<file path="config.mk">
export PLATFORM = sky130hd
export DESIGN_NAME = message_frame_receiver_core
export DESIGN_NICKNAME = d
export VERILOG_FILES = /design/src/rtl/core/mfr_pkg.sv /design/src/rtl/core/mfr_in_stage.sv /design/src/rtl/core/mfr_parser.sv /design/src/rtl/core/mfr_out_stage.sv /design/src/rtl/core/message_frame_receiver_core.sv
export SDC_FILE = /design/constraint.sdc
export NUM_CORES = 1
export LEC_CHECK = 0
export BUFFER_PORTS_ARGS = -buffer_cell sky130_fd_sc_hd__buf_2
export CAP_MARGIN = 40
export CELL_PAD_IN_SITES_DETAIL_PLACEMENT = 1
export CELL_PAD_IN_SITES_GLOBAL_PLACEMENT = 1
export CORE_ASPECT_RATIO = 1.1
export CORE_UTILIZATION = 28
export DETAILED_ROUTE_END_ITERATION = 16
export MAX_ROUTING_LAYER = met4
export PLACE_DENSITY = 0.61
export SYNTH_ARGS = -nofsm -noshare
export SYNTH_HDL_FRONTEND = slang
export SYNTH_SLANG_ARGS = --single-unit
</file>
<file path="constraint.sdc">
create_clock -name clk_i -period 6.3 [get_ports clk_i]
set_input_delay 1.26 -clock clk_i [delete_from_list [all_inputs] [get_ports clk_i]]
set_output_delay 1.26 -clock clk_i [all_outputs]
set_load 0.02 [all_outputs]
</file>
<file path="src/rtl/core/mfr_pkg.sv">
// Package for the message frame receiver: parser phase codes and the result record.
// It has no dependencies, and every module of the block imports it.
`default_nettype none

package mfr_pkg;

  localparam int unsigned ByteW = 8;
  localparam int unsigned LenW  = 7;
  localparam int unsigned PosnW = 16;

  typedef enum logic [2:0] {
    PH_FILE  = 3'd0,
    PH_COUNT = 3'd1,
    PH_OP    = 3'd2,
    PH_POSLO = 3'd3,
    PH_POSHI = 3'd4,
    PH_DATA  = 3'd5
  } phase_e;

  typedef struct packed {
    logic [ByteW-1:0] file_id;
    logic [ByteW-1:0] op_code;
    logic [PosnW-1:0] position;
    logic [LenW-1:0]  payload_len;
    logic             has_data;
    logic [ByteW-1:0] data_byte;
    logic             frame_end;
  } mfr_result_t;

endpackage

`default_nettype wire

</file>
<file path="src/rtl/core/mfr_in_stage.sv">
// Input register of the message frame receiver: holds one link byte until the parser takes it.
// Depends on mfr_pkg.
`default_nettype none

module mfr_in_stage (
  input  wire logic                     clk_i,
  input  wire logic                     rst_ni,
  input  wire logic                     s_valid_i,
  output logic                          s_ready_o,
  input  wire logic [mfr_pkg::ByteW-1:0] s_byte_i,
  input  wire logic                     advance_i,
  output logic                          byte_valid_o,
  output logic [mfr_pkg::ByteW-1:0]     byte_o
);
  import mfr_pkg::*;

  logic             valid_q, valid_d;
  logic [ByteW-1:0] byte_q;
  logic             take;

  assign s_ready_o = !valid_q || advance_i;
  assign take      = s_valid_i && s_ready_o;

  always_comb begin
    valid_d = valid_q;
    if (take) begin
      valid_d = 1'b1;
    end else if (advance_i) begin
      valid_d = 1'b0;
    end
  end

  always_ff @(posedge clk_i or negedge rst_ni) begin
    if (!rst_ni) begin
      valid_q <= 1'b0;
    end else begin
      valid_q <= valid_d;
    end
  end

  always_ff @(posedge clk_i) begin
    if (take) begin
      byte_q <= s_byte_i;
    end
  end

  assign byte_valid_o = valid_q;
  assign byte_o       = byte_q;

endmodule

`default_nettype wire

</file>
<file path="src/rtl/core/mfr_parser.sv">
// Frame parser: phase state machine, captured header and the result built from each byte.
// Depends on mfr_pkg.
`default_nettype none

module mfr_parser (
  input  wire logic                      clk_i,
  input  wire logic                      rst_ni,
  input  wire logic                      step_i,
  input  wire logic [mfr_pkg::ByteW-1:0] byte_i,
  output logic                           res_valid_o,
  output mfr_pkg::mfr_result_t           res_o
);
  import mfr_pkg::*;

  phase_e           phase_q, phase_d;
  logic [LenW-1:0]  remaining_q, remaining_d;
  logic [ByteW-1:0] file_q, file_d;
  logic [LenW-1:0]  len_q, len_d;
  logic [ByteW-1:0] op_q, op_d;
  logic [PosnW-1:0] posn_q, posn_d;
  logic             last;

  always_comb begin
    phase_d     = phase_q;
    remaining_d = remaining_q;
    file_d      = file_q;
    len_d       = len_q;
    op_d        = op_q;
    posn_d      = posn_q;
    res_valid_o = 1'b0;
    last        = (remaining_q <= LenW'(1));
    unique case (phase_q)
      PH_FILE: begin
        file_d  = byte_i;
        phase_d = PH_COUNT;
      end
      PH_COUNT: begin
        if (byte_i[ByteW-1] || (byte_i == '0)) begin
          len_d = '0;
        end else begin
          len_d = byte_i[LenW-1:0];
        end
        remaining_d = len_d;
        phase_d     = PH_OP;
      end
      PH_OP: begin
        op_d    = byte_i;
        phase_d = PH_POSLO;
      end
      PH_POSLO: begin
        posn_d  = {{(PosnW-ByteW){1'b0}}, byte_i};
        phase_d = PH_POSHI;
      end
      PH_POSHI: begin
        posn_d = {byte_i, posn_q[ByteW-1:0]};
        if (remaining_q == '0) begin
          res_valid_o = 1'b1;
          phase_d     = PH_FILE;
        end else begin
          phase_d = PH_DATA;
        end
      end
      PH_DATA: begin
        res_valid_o = 1'b1;
        if (last) begin
          remaining_d = '0;
          phase_d     = PH_FILE;
        end else begin
          remaining_d = remaining_q - LenW'(1);
        end
      end
      default: begin
        phase_d = PH_FILE;
      end
    endcase
  end

  always_comb begin
    res_o.file_id     = file_q;
    res_o.op_code     = op_q;
    res_o.position    = posn_d;
    res_o.payload_len = len_q;
    res_o.has_data    = (phase_q == PH_DATA);
    res_o.data_byte   = (phase_q == PH_DATA) ? byte_i : '0;
    res_o.frame_end   = (phase_q == PH_DATA) ? last : 1'b1;
  end

  always_ff @(posedge clk_i or negedge rst_ni) begin
    if (!rst_ni) begin
      phase_q     <= PH_FILE;
      remaining_q <= '0;
      file_q      <= '0;
      len_q       <= '0;
      op_q        <= '0;
      posn_q      <= '0;
    end else if (step_i) begin
      phase_q     <= phase_d;
      remaining_q <= remaining_d;
      file_q      <= file_d;
      len_q       <= len_d;
      op_q        <= op_d;
      posn_q      <= posn_d;
    end
  end

`ifndef SYNTHESIS
  a_data_has_remaining: assert property (@(posedge clk_i) disable iff (!rst_ni)
    (phase_q == PH_DATA) |-> (remaining_q != '0))
    else $error("payload phase entered with nothing remaining");

  a_remaining_in_len: assert property (@(posedge clk_i) disable iff (!rst_ni)
    (remaining_q <= len_q))
    else $error("remaining count exceeds frame length");

  a_header_only_ends: assert property (@(posedge clk_i) disable iff (!rst_ni)
    (res_valid_o && !res_o.has_data) |->
      (res_o.frame_end && (res_o.data_byte == '0) && (res_o.payload_len == '0)))
    else $error("header-only result is malformed");

  a_step_advances: assert property (@(posedge clk_i) disable iff (!rst_ni)
    (step_i && (phase_q == PH_FILE)) |=> (phase_q == PH_COUNT))
    else $error("file byte did not advance to the count phase");
`endif

endmodule

`default_nettype wire

</file>
<file path="src/rtl/core/mfr_out_stage.sv">
// Result register of the message frame receiver, presenting one result to the output channel.
// Depends on mfr_pkg.
`default_nettype none

module mfr_out_stage (
  input  wire logic                 clk_i,
  input  wire logic                 rst_ni,
  input  wire logic                 load_i,
  input  wire mfr_pkg::mfr_result_t res_i,
  output logic                      advance_o,
  output logic                      m_valid_o,
  input  wire logic                 m_ready_i,
  output mfr_pkg::mfr_result_t      m_res_o
);
  import mfr_pkg::*;

  logic        valid_q, valid_d;
  mfr_result_t res_q;

  assign advance_o = !valid_q || m_ready_i;

  always_comb begin
    valid_d = valid_q;
    if (load_i) begin
      valid_d = 1'b1;
    end else if (m_ready_i) begin
      valid_d = 1'b0;
    end
  end

  always_ff @(posedge clk_i or negedge rst_ni) begin
    if (!rst_ni) begin
      valid_q <= 1'b0;
    end else begin
      valid_q <= valid_d;
    end
  end

  always_ff @(posedge clk_i) begin
    if (load_i) begin
      res_q <= res_i;
    end
  end

  assign m_valid_o = valid_q;
  assign m_res_o   = res_q;

endmodule

`default_nettype wire

</file>
<file path="src/rtl/core/message_frame_receiver_core.sv">
// Top level of the message frame receiver: input register, frame parser and result register.
// Depends on mfr_pkg, mfr_in_stage, mfr_parser and mfr_out_stage.
//
// The slave channel takes one link byte per transfer. A frame is a file byte, a signed
// count byte, an op byte, the position low and high bytes, then count payload bytes.
// Header bytes give no result. Each payload byte gives one result on the master channel
// carrying the captured header, with tuser high and tlast on the last byte of the frame.
// A frame whose count is zero or negative gives one header-only result when its position
// high byte arrives, with tuser low, a zero data byte and tlast high.
// A byte is held in the input register and is parsed into the result register once that
// register can take it; the result is then presented on the master channel.
// One byte is taken every cycle while the master side keeps up; the only limit is the
// single result register, which the parser refills in the cycle it is emptied.
// When the master side stalls, the result and one byte in the input register are held and
// tready falls. Reset clears both registers, returns the parser to wait for a file byte
// and empties the captured header.
`default_nettype none

module message_frame_receiver_core (
  input  wire logic        clk_i,
  input  wire logic        rst_ni,
  input  wire logic        s_axis_tvalid_i,
  output logic             s_axis_tready_o,
  input  wire logic [7:0]  s_axis_tdata_i,   // link_byte [7:0]
  output logic             m_axis_tvalid_o,
  input  wire logic        m_axis_tready_i,
  // file_id [7:0], op_code [15:8], position [31:16], payload_len [38:32],
  // data_byte [46:39], zero [47]
  output logic [47:0]      m_axis_tdata_o,
  output logic             m_axis_tuser_o,   // has_data
  output logic             m_axis_tlast_o    // frame_end
);
  import mfr_pkg::*;

  logic             advance;
  logic             byte_valid;
  logic [ByteW-1:0] byte_q;
  logic             step;
  logic             res_valid;
  mfr_result_t      res;
  mfr_result_t      m_res;

  mfr_in_stage u_in (
    .clk_i        (clk_i),
    .rst_ni       (rst_ni),
    .s_valid_i    (s_axis_tvalid_i),
    .s_ready_o    (s_axis_tready_o),
    .s_byte_i     (s_axis_tdata_i),
    .advance_i    (advance),
    .byte_valid_o (byte_valid),
    .byte_o       (byte_q)
  );

  assign step = byte_valid && advance;

  mfr_parser u_parser (
    .clk_i       (clk_i),
    .rst_ni      (rst_ni),
    .step_i      (step),
    .byte_i      (byte_q),
    .res_valid_o (res_valid),
    .res_o       (res)
  );

  mfr_out_stage u_out (
    .clk_i     (clk_i),
    .rst_ni    (rst_ni),
    .load_i    (step && res_valid),
    .res_i     (res),
    .advance_o (advance),
    .m_valid_o (m_axis_tvalid_o),
    .m_ready_i (m_axis_tready_i),
    .m_res_o   (m_res)
  );

  assign m_axis_tdata_o = {1'b0, m_res.data_byte, m_res.payload_len, m_res.position,
                           m_res.op_code, m_res.file_id};
  assign m_axis_tuser_o = m_res.has_data;
  assign m_axis_tlast_o = m_res.frame_end;

endmodule

`default_nettype wire

</file>
=== After elaboration in Yosys (flattened, before gate mapping) ===
Cells that the tools add are included.

* Bits in latches: 0
* Bits of input ports: 12
* RAM bits: 0
* Bits in read-only memories: 0
* Register bits after elaboration: 108
* Output and inout port bits: 52
* Memories kept: 0
* Logic and storage cells: 56

* Multiply operators: 0
* Reduce and logical (&&, ||, !) cells: 19
* Bitwise operators: 0
* Magnitude comparators: 1
* Shift operators: 0
* Equality and inequality tests: 6
* Mux-type cells: 13
* Add/sub/neg operators: 1
* Divide/modulo/power cells: 0

{| class="wikitable"
|+ Operators by type and width
! operator !! count
|-
| 16-bit case mux with 2 select lines || 1
|-
| 3-bit case mux with 6 select lines || 1
|-
| 7-bit two-way mux || 2
|-
| 7-bit case mux with 2 select lines || 1
|-
| 2-bit AND reduction || 5
|-
| 8-bit zero test || 1
|-
| 7-bit by 1-bit less-or-equal comparator with 1-bit output (second input constant) || 1
|-
| 7-bit zero test || 1
|-
| 7-bit by 1-bit subtractor with 7-bit output (second input constant) || 1
|-
| 3-bit by 2-bit == test with 1-bit output (second input constant) || 2
|-
| 3-bit == test (second input constant) || 2
|-
| 3-bit two-way mux || 2
|-
| 2-bit nonzero test || 3
|-
| 1-bit two-way mux || 5
|-
| 3-bit by 1-bit == test with 1-bit output (second input constant) || 1
|-
| 1-bit logical AND || 3
|-
| 3-bit zero test || 1
|-
| 1-bit logical OR || 3
|-
| 1-bit zero test || 2
|-
| 2-bit inequality test (second input constant) || 1
|-
| 1-bit case mux with 2 select lines || 1
|}

=== Logic depth before layout (Yosys ltp) ===
* Depth after elaboration: 5
* Depth in mapped cells: 7
* Depth with buffers taken out: 7

=== Cells and area by module ===
Synthesis repeated with hierarchy kept, for this count alone.

* Cell total of the unflattened synthesis: 299
* Area, all modules: 4,336.7 um^2

{| class="wikitable"
|+ By module, submodules not included
! module !! sequential area each (um^2) !! times used !! cells an instance !! area each (um^2)
|-
| mfr_parser || 1,226.2 || 1 || 231 || 2,499.9
|-
| mfr_out_stage || 1,496.4 || 1 || 52 || 1,519.0
|-
| mfr_in_stage || 265.3 || 1 || 12 || 294.0
|-
| message_frame_receiver_core || 0.0 || 1 || 4 || 23.8
|}

=== Worst setup path after synthesis ===
No wires, ideal clock.

* Path type: input to register
* From: input port m_axis_tready_i
* To: register u_out.res_q (netlist bit u_out.m_res_o[0]), enable pin
* Arrival: 6.300 ns
* Library setup time: 0.577 ns
* Path slack: -0.578 ns
* Buffers on the path: 1
* Data required time: 5.723 ns
* Stages on the path: 4
* Cell sequence: nand2b_1 > nand2_1 > clkbuf_1 > nor4_1

* Cells in the longest elaborated chain, start to end: 3

{| class="wikitable"
|+ Ends and longest elaborated chain
! element !! line !! text
|-
| from (decl) || message_frame_receiver_core.sv:26 || <nowiki>input wire logic m_axis_tready_i,</nowiki>
|-
| 1-bit logical OR || mfr_out_stage.sv:20 || <nowiki>assign advance_o = !valid_q || m_ready_i;</nowiki>
|-
| 1-bit logical AND || message_frame_receiver_core.sv:54 || <nowiki>assign step = byte_valid && advance;</nowiki>
|-
| 1-bit logical AND || message_frame_receiver_core.sv:68 || <nowiki>.load_i (step && res_valid),</nowiki>
|-
| net u_out.load_i || mfr_out_stage.sv:8 || <nowiki>input wire logic load_i,</nowiki>
|-
| to (signal assigned) || mfr_out_stage.sv:41 || <nowiki>res_q <= res_i;</nowiki>
|-
| to (decl) || mfr_out_stage.sv:18 || <nowiki>mfr_result_t res_q;</nowiki>
|}

The timed path passes the listed nets, and every way through them passes these cells.
A chain may end at the register's enable or synchronous reset.

=== Worst setup path in the final report ===
* From: input port m_axis_tready_i
* To: output port s_axis_tready_o

* Cells in the longest elaborated chain, start to end: 2

{| class="wikitable"
|+ Ends and longest elaborated chain
! element !! line !! text
|-
| 1-bit logical OR || mfr_out_stage.sv:20 ||
|-
| 1-bit logical OR || mfr_in_stage.sv:21 || <nowiki>assign s_ready_o = !valid_q || advance_i;</nowiki>
|-
| to (decl) || message_frame_receiver_core.sv:23 || <nowiki>output logic s_axis_tready_o,</nowiki>
|}

Every way passes these cells.

==> results summary <==
At the end of routability-driven placement, the weighted congestion stood at 0.757. The tightest slew margin relative to the limit is 0.489. STA classifies the critical path endpoint as a primary output. The utilization after layout came out at 0.340. Buffers added to address setup during post-CTS repair amount to 0. The number of placed I/O pins came out at 64.

In this run the static leakage power is 1.99 nW. The count of placed standard cells in the final layout, fillers left out came out at 565. The min-delay analysis places its worst path in the category register to register. For this design the ratio of total power to cell area is 446 nW/um^2. The via count of the first global-routing pass came to 2894.

The clock slew seen by the registers of the worst setup and hold paths came out at 70 ps. The final clock skew came out at 6.48 ps. The total number of placement rows is 47. The area growth from synthesis to layout is 18.8%. The first global-routing pass estimated 16400 microns of wire. In the global route stage, overall resource usage came out at 0.141. TritonCTS built the clock tree. Among all flip-flop cells after synthesis, the most frequent one is sky130_fd_sc_hd__edfxtp_1. The buffer levels on the longest clock path is 2. For the pin with the worst max-slew slack, the measured transition is 764 ps. The depth of the worst register-to-register path is 5. The total area of multi-input combinational cells is 1250 sq um. The number of input and output port buffers inserted is 62. The finished cells cover 5120 sq um. Summed over all failing endpoints, the final setup total negative slack is 0 ps. The detail-routed via count per cell came out at 4.82.

The detailed-router iteration count before antenna repair is 4. Setup violations remaining at the end of the flow were counted as 0. The number of distinct library cells after synthesis came out at 52. Across the whole layout, storage elements account for 2990 sq um. Across the VDD grid, the largest voltage drop is 140 uV.

The run finished with clean final reports. Measured along the x axis, the die boundary spans 120 microns. The total clock buffers created by CTS is 9. Summing all placed instances gives a cell area of 4850 sq um.

By instance count, the leading cell after synthesis is sky130_fd_sc_hd__edfxtp_1. Synthesis produced a netlist whose cell count is 300. STA classifies the critical path startpoint as an input pin. The worst path required time came out at 5040 ps. The fraction of final layout cells with drive strength greater than 1 came out at 0.331. The max-cap check violation count is 0. From bottom edge to top edge, the die measures 132 microns. The initial core utilization is 0.286. The number of slew-limit violations in the final report came out at 0.

Entering global routing, the biggest net connects 52 pins. Setup repair after global routing left no endpoint under its margin. The count of warnings emitted by yosys came out at 0. The final net count came out at 379. The shortest clock period the worst path allows after layout came out at 3330 ps.

The critical path is of the input pin to primary output type. The DRC violation total after the first TritonRoute iteration is 200. The hold buffer count at CTS is 0. After detailed routing, the average wire length per cell comes to 17.9 microns. The net count of the mapped netlist is 315. The post-synthesis area per instance came out at 14.4 sq um. The share of synthesized area in the top cell type comes to 0.397. The H-tree depth is 3. For the worst-skew pair, the clock arrives at the later sink with an insertion delay of 360 ps. In this run the remaining antenna-violating nets after routing total 0. The number of diodes added for antenna fixing came out at 0. The top cell type by total area after synthesis is sky130_fd_sc_hd__edfxtp_1. The cell area after synthesis came out at 4310 sq um. By area the synthesized netlist is led by sky130_fd_sc_hd__edfxtp_1 (40%), sky130_fd_sc_hd__dfrtp_1 (30%), sky130_fd_sc_hd__mux2_2 (8.9%). The wire length after detailed routing came out at 10100 microns. STA puts the critical path data arrival time at 2070 ps. The share of flip-flops with an asynchronous set or reset is 0.472. For this run, the register share of the synthesized area comes to 0.693. Detailed routing inserted a total of 2723 vias. The post-DP HPWL is 6670 microns.

The instance count after placement with tap cells included came out at 549. The share of the clock period used by the worst path is 0.528. By count the netlist is led by sky130_fd_sc_hd__edfxtp_1 (57), sky130_fd_sc_hd__dfrtp_1 (51), sky130_fd_sc_hd__mux2_2 (34).

The number of filler cells placed in the layout came out at 1616. The initial antenna violation count is 0. Static timing analysis puts the maximum clock frequency at 301 MHz. The highest net fanout along the worst path is 4. The total area inside the core boundary comes to 15100 sq um. The cell sitting at the root of the clock tree is a sky130_fd_sc_hd__clkbuf_16. Global routing finished with a remaining overflow of 0. The floorplan die area came out at 15900 sq um. The remaining routing DRC violations is 0.

The count of flip-flops with a built-in enable after synthesis came out at 57. The quantity of gates resized following cts came out at 0. The number of stages on the worst hold path is 0. Synthesis inferred 108 register bits.

The number of failing hold endpoints at the final stage came out at 0. For this design, the sink count on the clock tree is 108.
==> where the power goes <==
group / internal, mW / switching, mW / leakage [nW]
registers: 0.975 / 0.160 / 1.16
clock network: 0.271 / 0.260 / 0.125
logic: 0.270 / 0.347 / 0.708
total: 1.52 / 0.768 / 1.99
==> routing by layer <==
layer,GRT usage,vias up,part of all wire
met1,0.192,1405,0.48
met3,0.0290,15,0.039
met5,-,-,0
met4,0.0521,0,0.019
met2,0.207,60,0.46
li1,-,1243,-
==> worst max-delay path, cell delays in order <==
cell and delay (ps):
sky130_fd_sc_hd__buf_2 110, sky130_fd_sc_hd__nor2b_1 350, sky130_fd_sc_hd__nand2_1 160, sky130_fd_sc_hd__buf_2 190
==> through the flow <==
step	worst slack (ps)	hold WS, ps	power, mW
CTS	2950	448	2.32
detailed placement	2700	433	1.78
global route	2910	468	2.43
global placement	2830	429	1.74
floorplan	1490	419	1.58
finish	2970	447	2.28
==> cells in the final DEF (no fill, tap or decap), types with 2 or more instances in the layout <==
cell type	netlist	routed
sky130_fd_sc_hd__o21ai_0	6	6
sky130_fd_sc_hd__clkinv_1	1	2
sky130_fd_sc_hd__buf_2	3	62
sky130_fd_sc_hd__clkinvlp_4	0	3
sky130_fd_sc_hd__mux2_2	34	34
sky130_fd_sc_hd__nor3_1	8	8
sky130_fd_sc_hd__ha_1	3	3
sky130_fd_sc_hd__a32o_1	3	3
sky130_fd_sc_hd__nor2b_1	3	3
sky130_fd_sc_hd__a22oi_1	2	2
sky130_fd_sc_hd__nor4_1	3	2
sky130_fd_sc_hd__buf_4	2	3
sky130_fd_sc_hd__nand2_1	16	16
sky130_fd_sc_hd__inv_1	6	6
sky130_fd_sc_hd__nand2b_1	2	2
sky130_fd_sc_hd__clkbuf_16	0	9
sky130_fd_sc_hd__o2bb2ai_1	2	2
sky130_fd_sc_hd__o21ai_1	2	2
sky130_fd_sc_hd__nand3b_1	2	2
sky130_fd_sc_hd__nor2_1	23	23
sky130_fd_sc_hd__o41ai_1	8	8
sky130_fd_sc_hd__o311ai_1	2	2
sky130_fd_sc_hd__nand3_1	3	3
sky130_fd_sc_hd__o31ai_1	3	3
sky130_fd_sc_hd__edfxtp_1	57	57
sky130_fd_sc_hd__and2_1	9	9
sky130_fd_sc_hd__a21oi_1	15	15
sky130_fd_sc_hd__nor4_4	1	2
sky130_fd_sc_hd__dfrtp_1	51	51
==> sequential cells by signal (all words and copies together), names as in the netlist <==
signal / flops
u_parser.file_q: 8
u_out.m_res_o: 49
u_parser.len_q: 7
u_out.m_valid_o: 1
u_parser.phase_q: 3
u_parser.op_q: 8
u_in.byte_valid_o: 1
u_parser.posn_q: 16
u_parser.remaining_q: 7
u_in.byte_o: 8
==> cell families (layout without fill, tap and decap cells) <==
family	Yosys count	after routing	share of synthesized area
buf+inv	20	89	0.0203
mux	34	34	0.0888
flops	108	108	0.693
fa+ha+maj	3	3	0.00871
simple gates	81	81	0.101
other cells	1	1	0.000870
compound gates	53	53	0.0871
==> final cells by class <==
class,instances,area share
inverters,8,0.00611
repair buffers,65,0.0650
clock inverters,6,0.00904
multi-input cells,172,0.244
flip-flops and latches,108,0.583
well taps,196,0.0479
clock buffers,10,0.0447
==> final timing paths <==
kind | startpoint | end | slack (ps)
max | m_axis_tready_i | s_axis_tready_o | 2970
min | u_parser.op_q[2] | u_out.m_res_o[35] | 450
max reg2reg | u_parser.remaining_q[2] | u_out.m_res_o[11] | 3320
min reg2reg | u_parser.op_q[2] | u_out.m_res_o[35] | 450
max in group asynchronous | rst_ni | u_parser.op_q[5] | 4800
min in group asynchronous | rst_ni | u_parser.len_q[0] | 1030
Power figures use the tool's default switching activity.
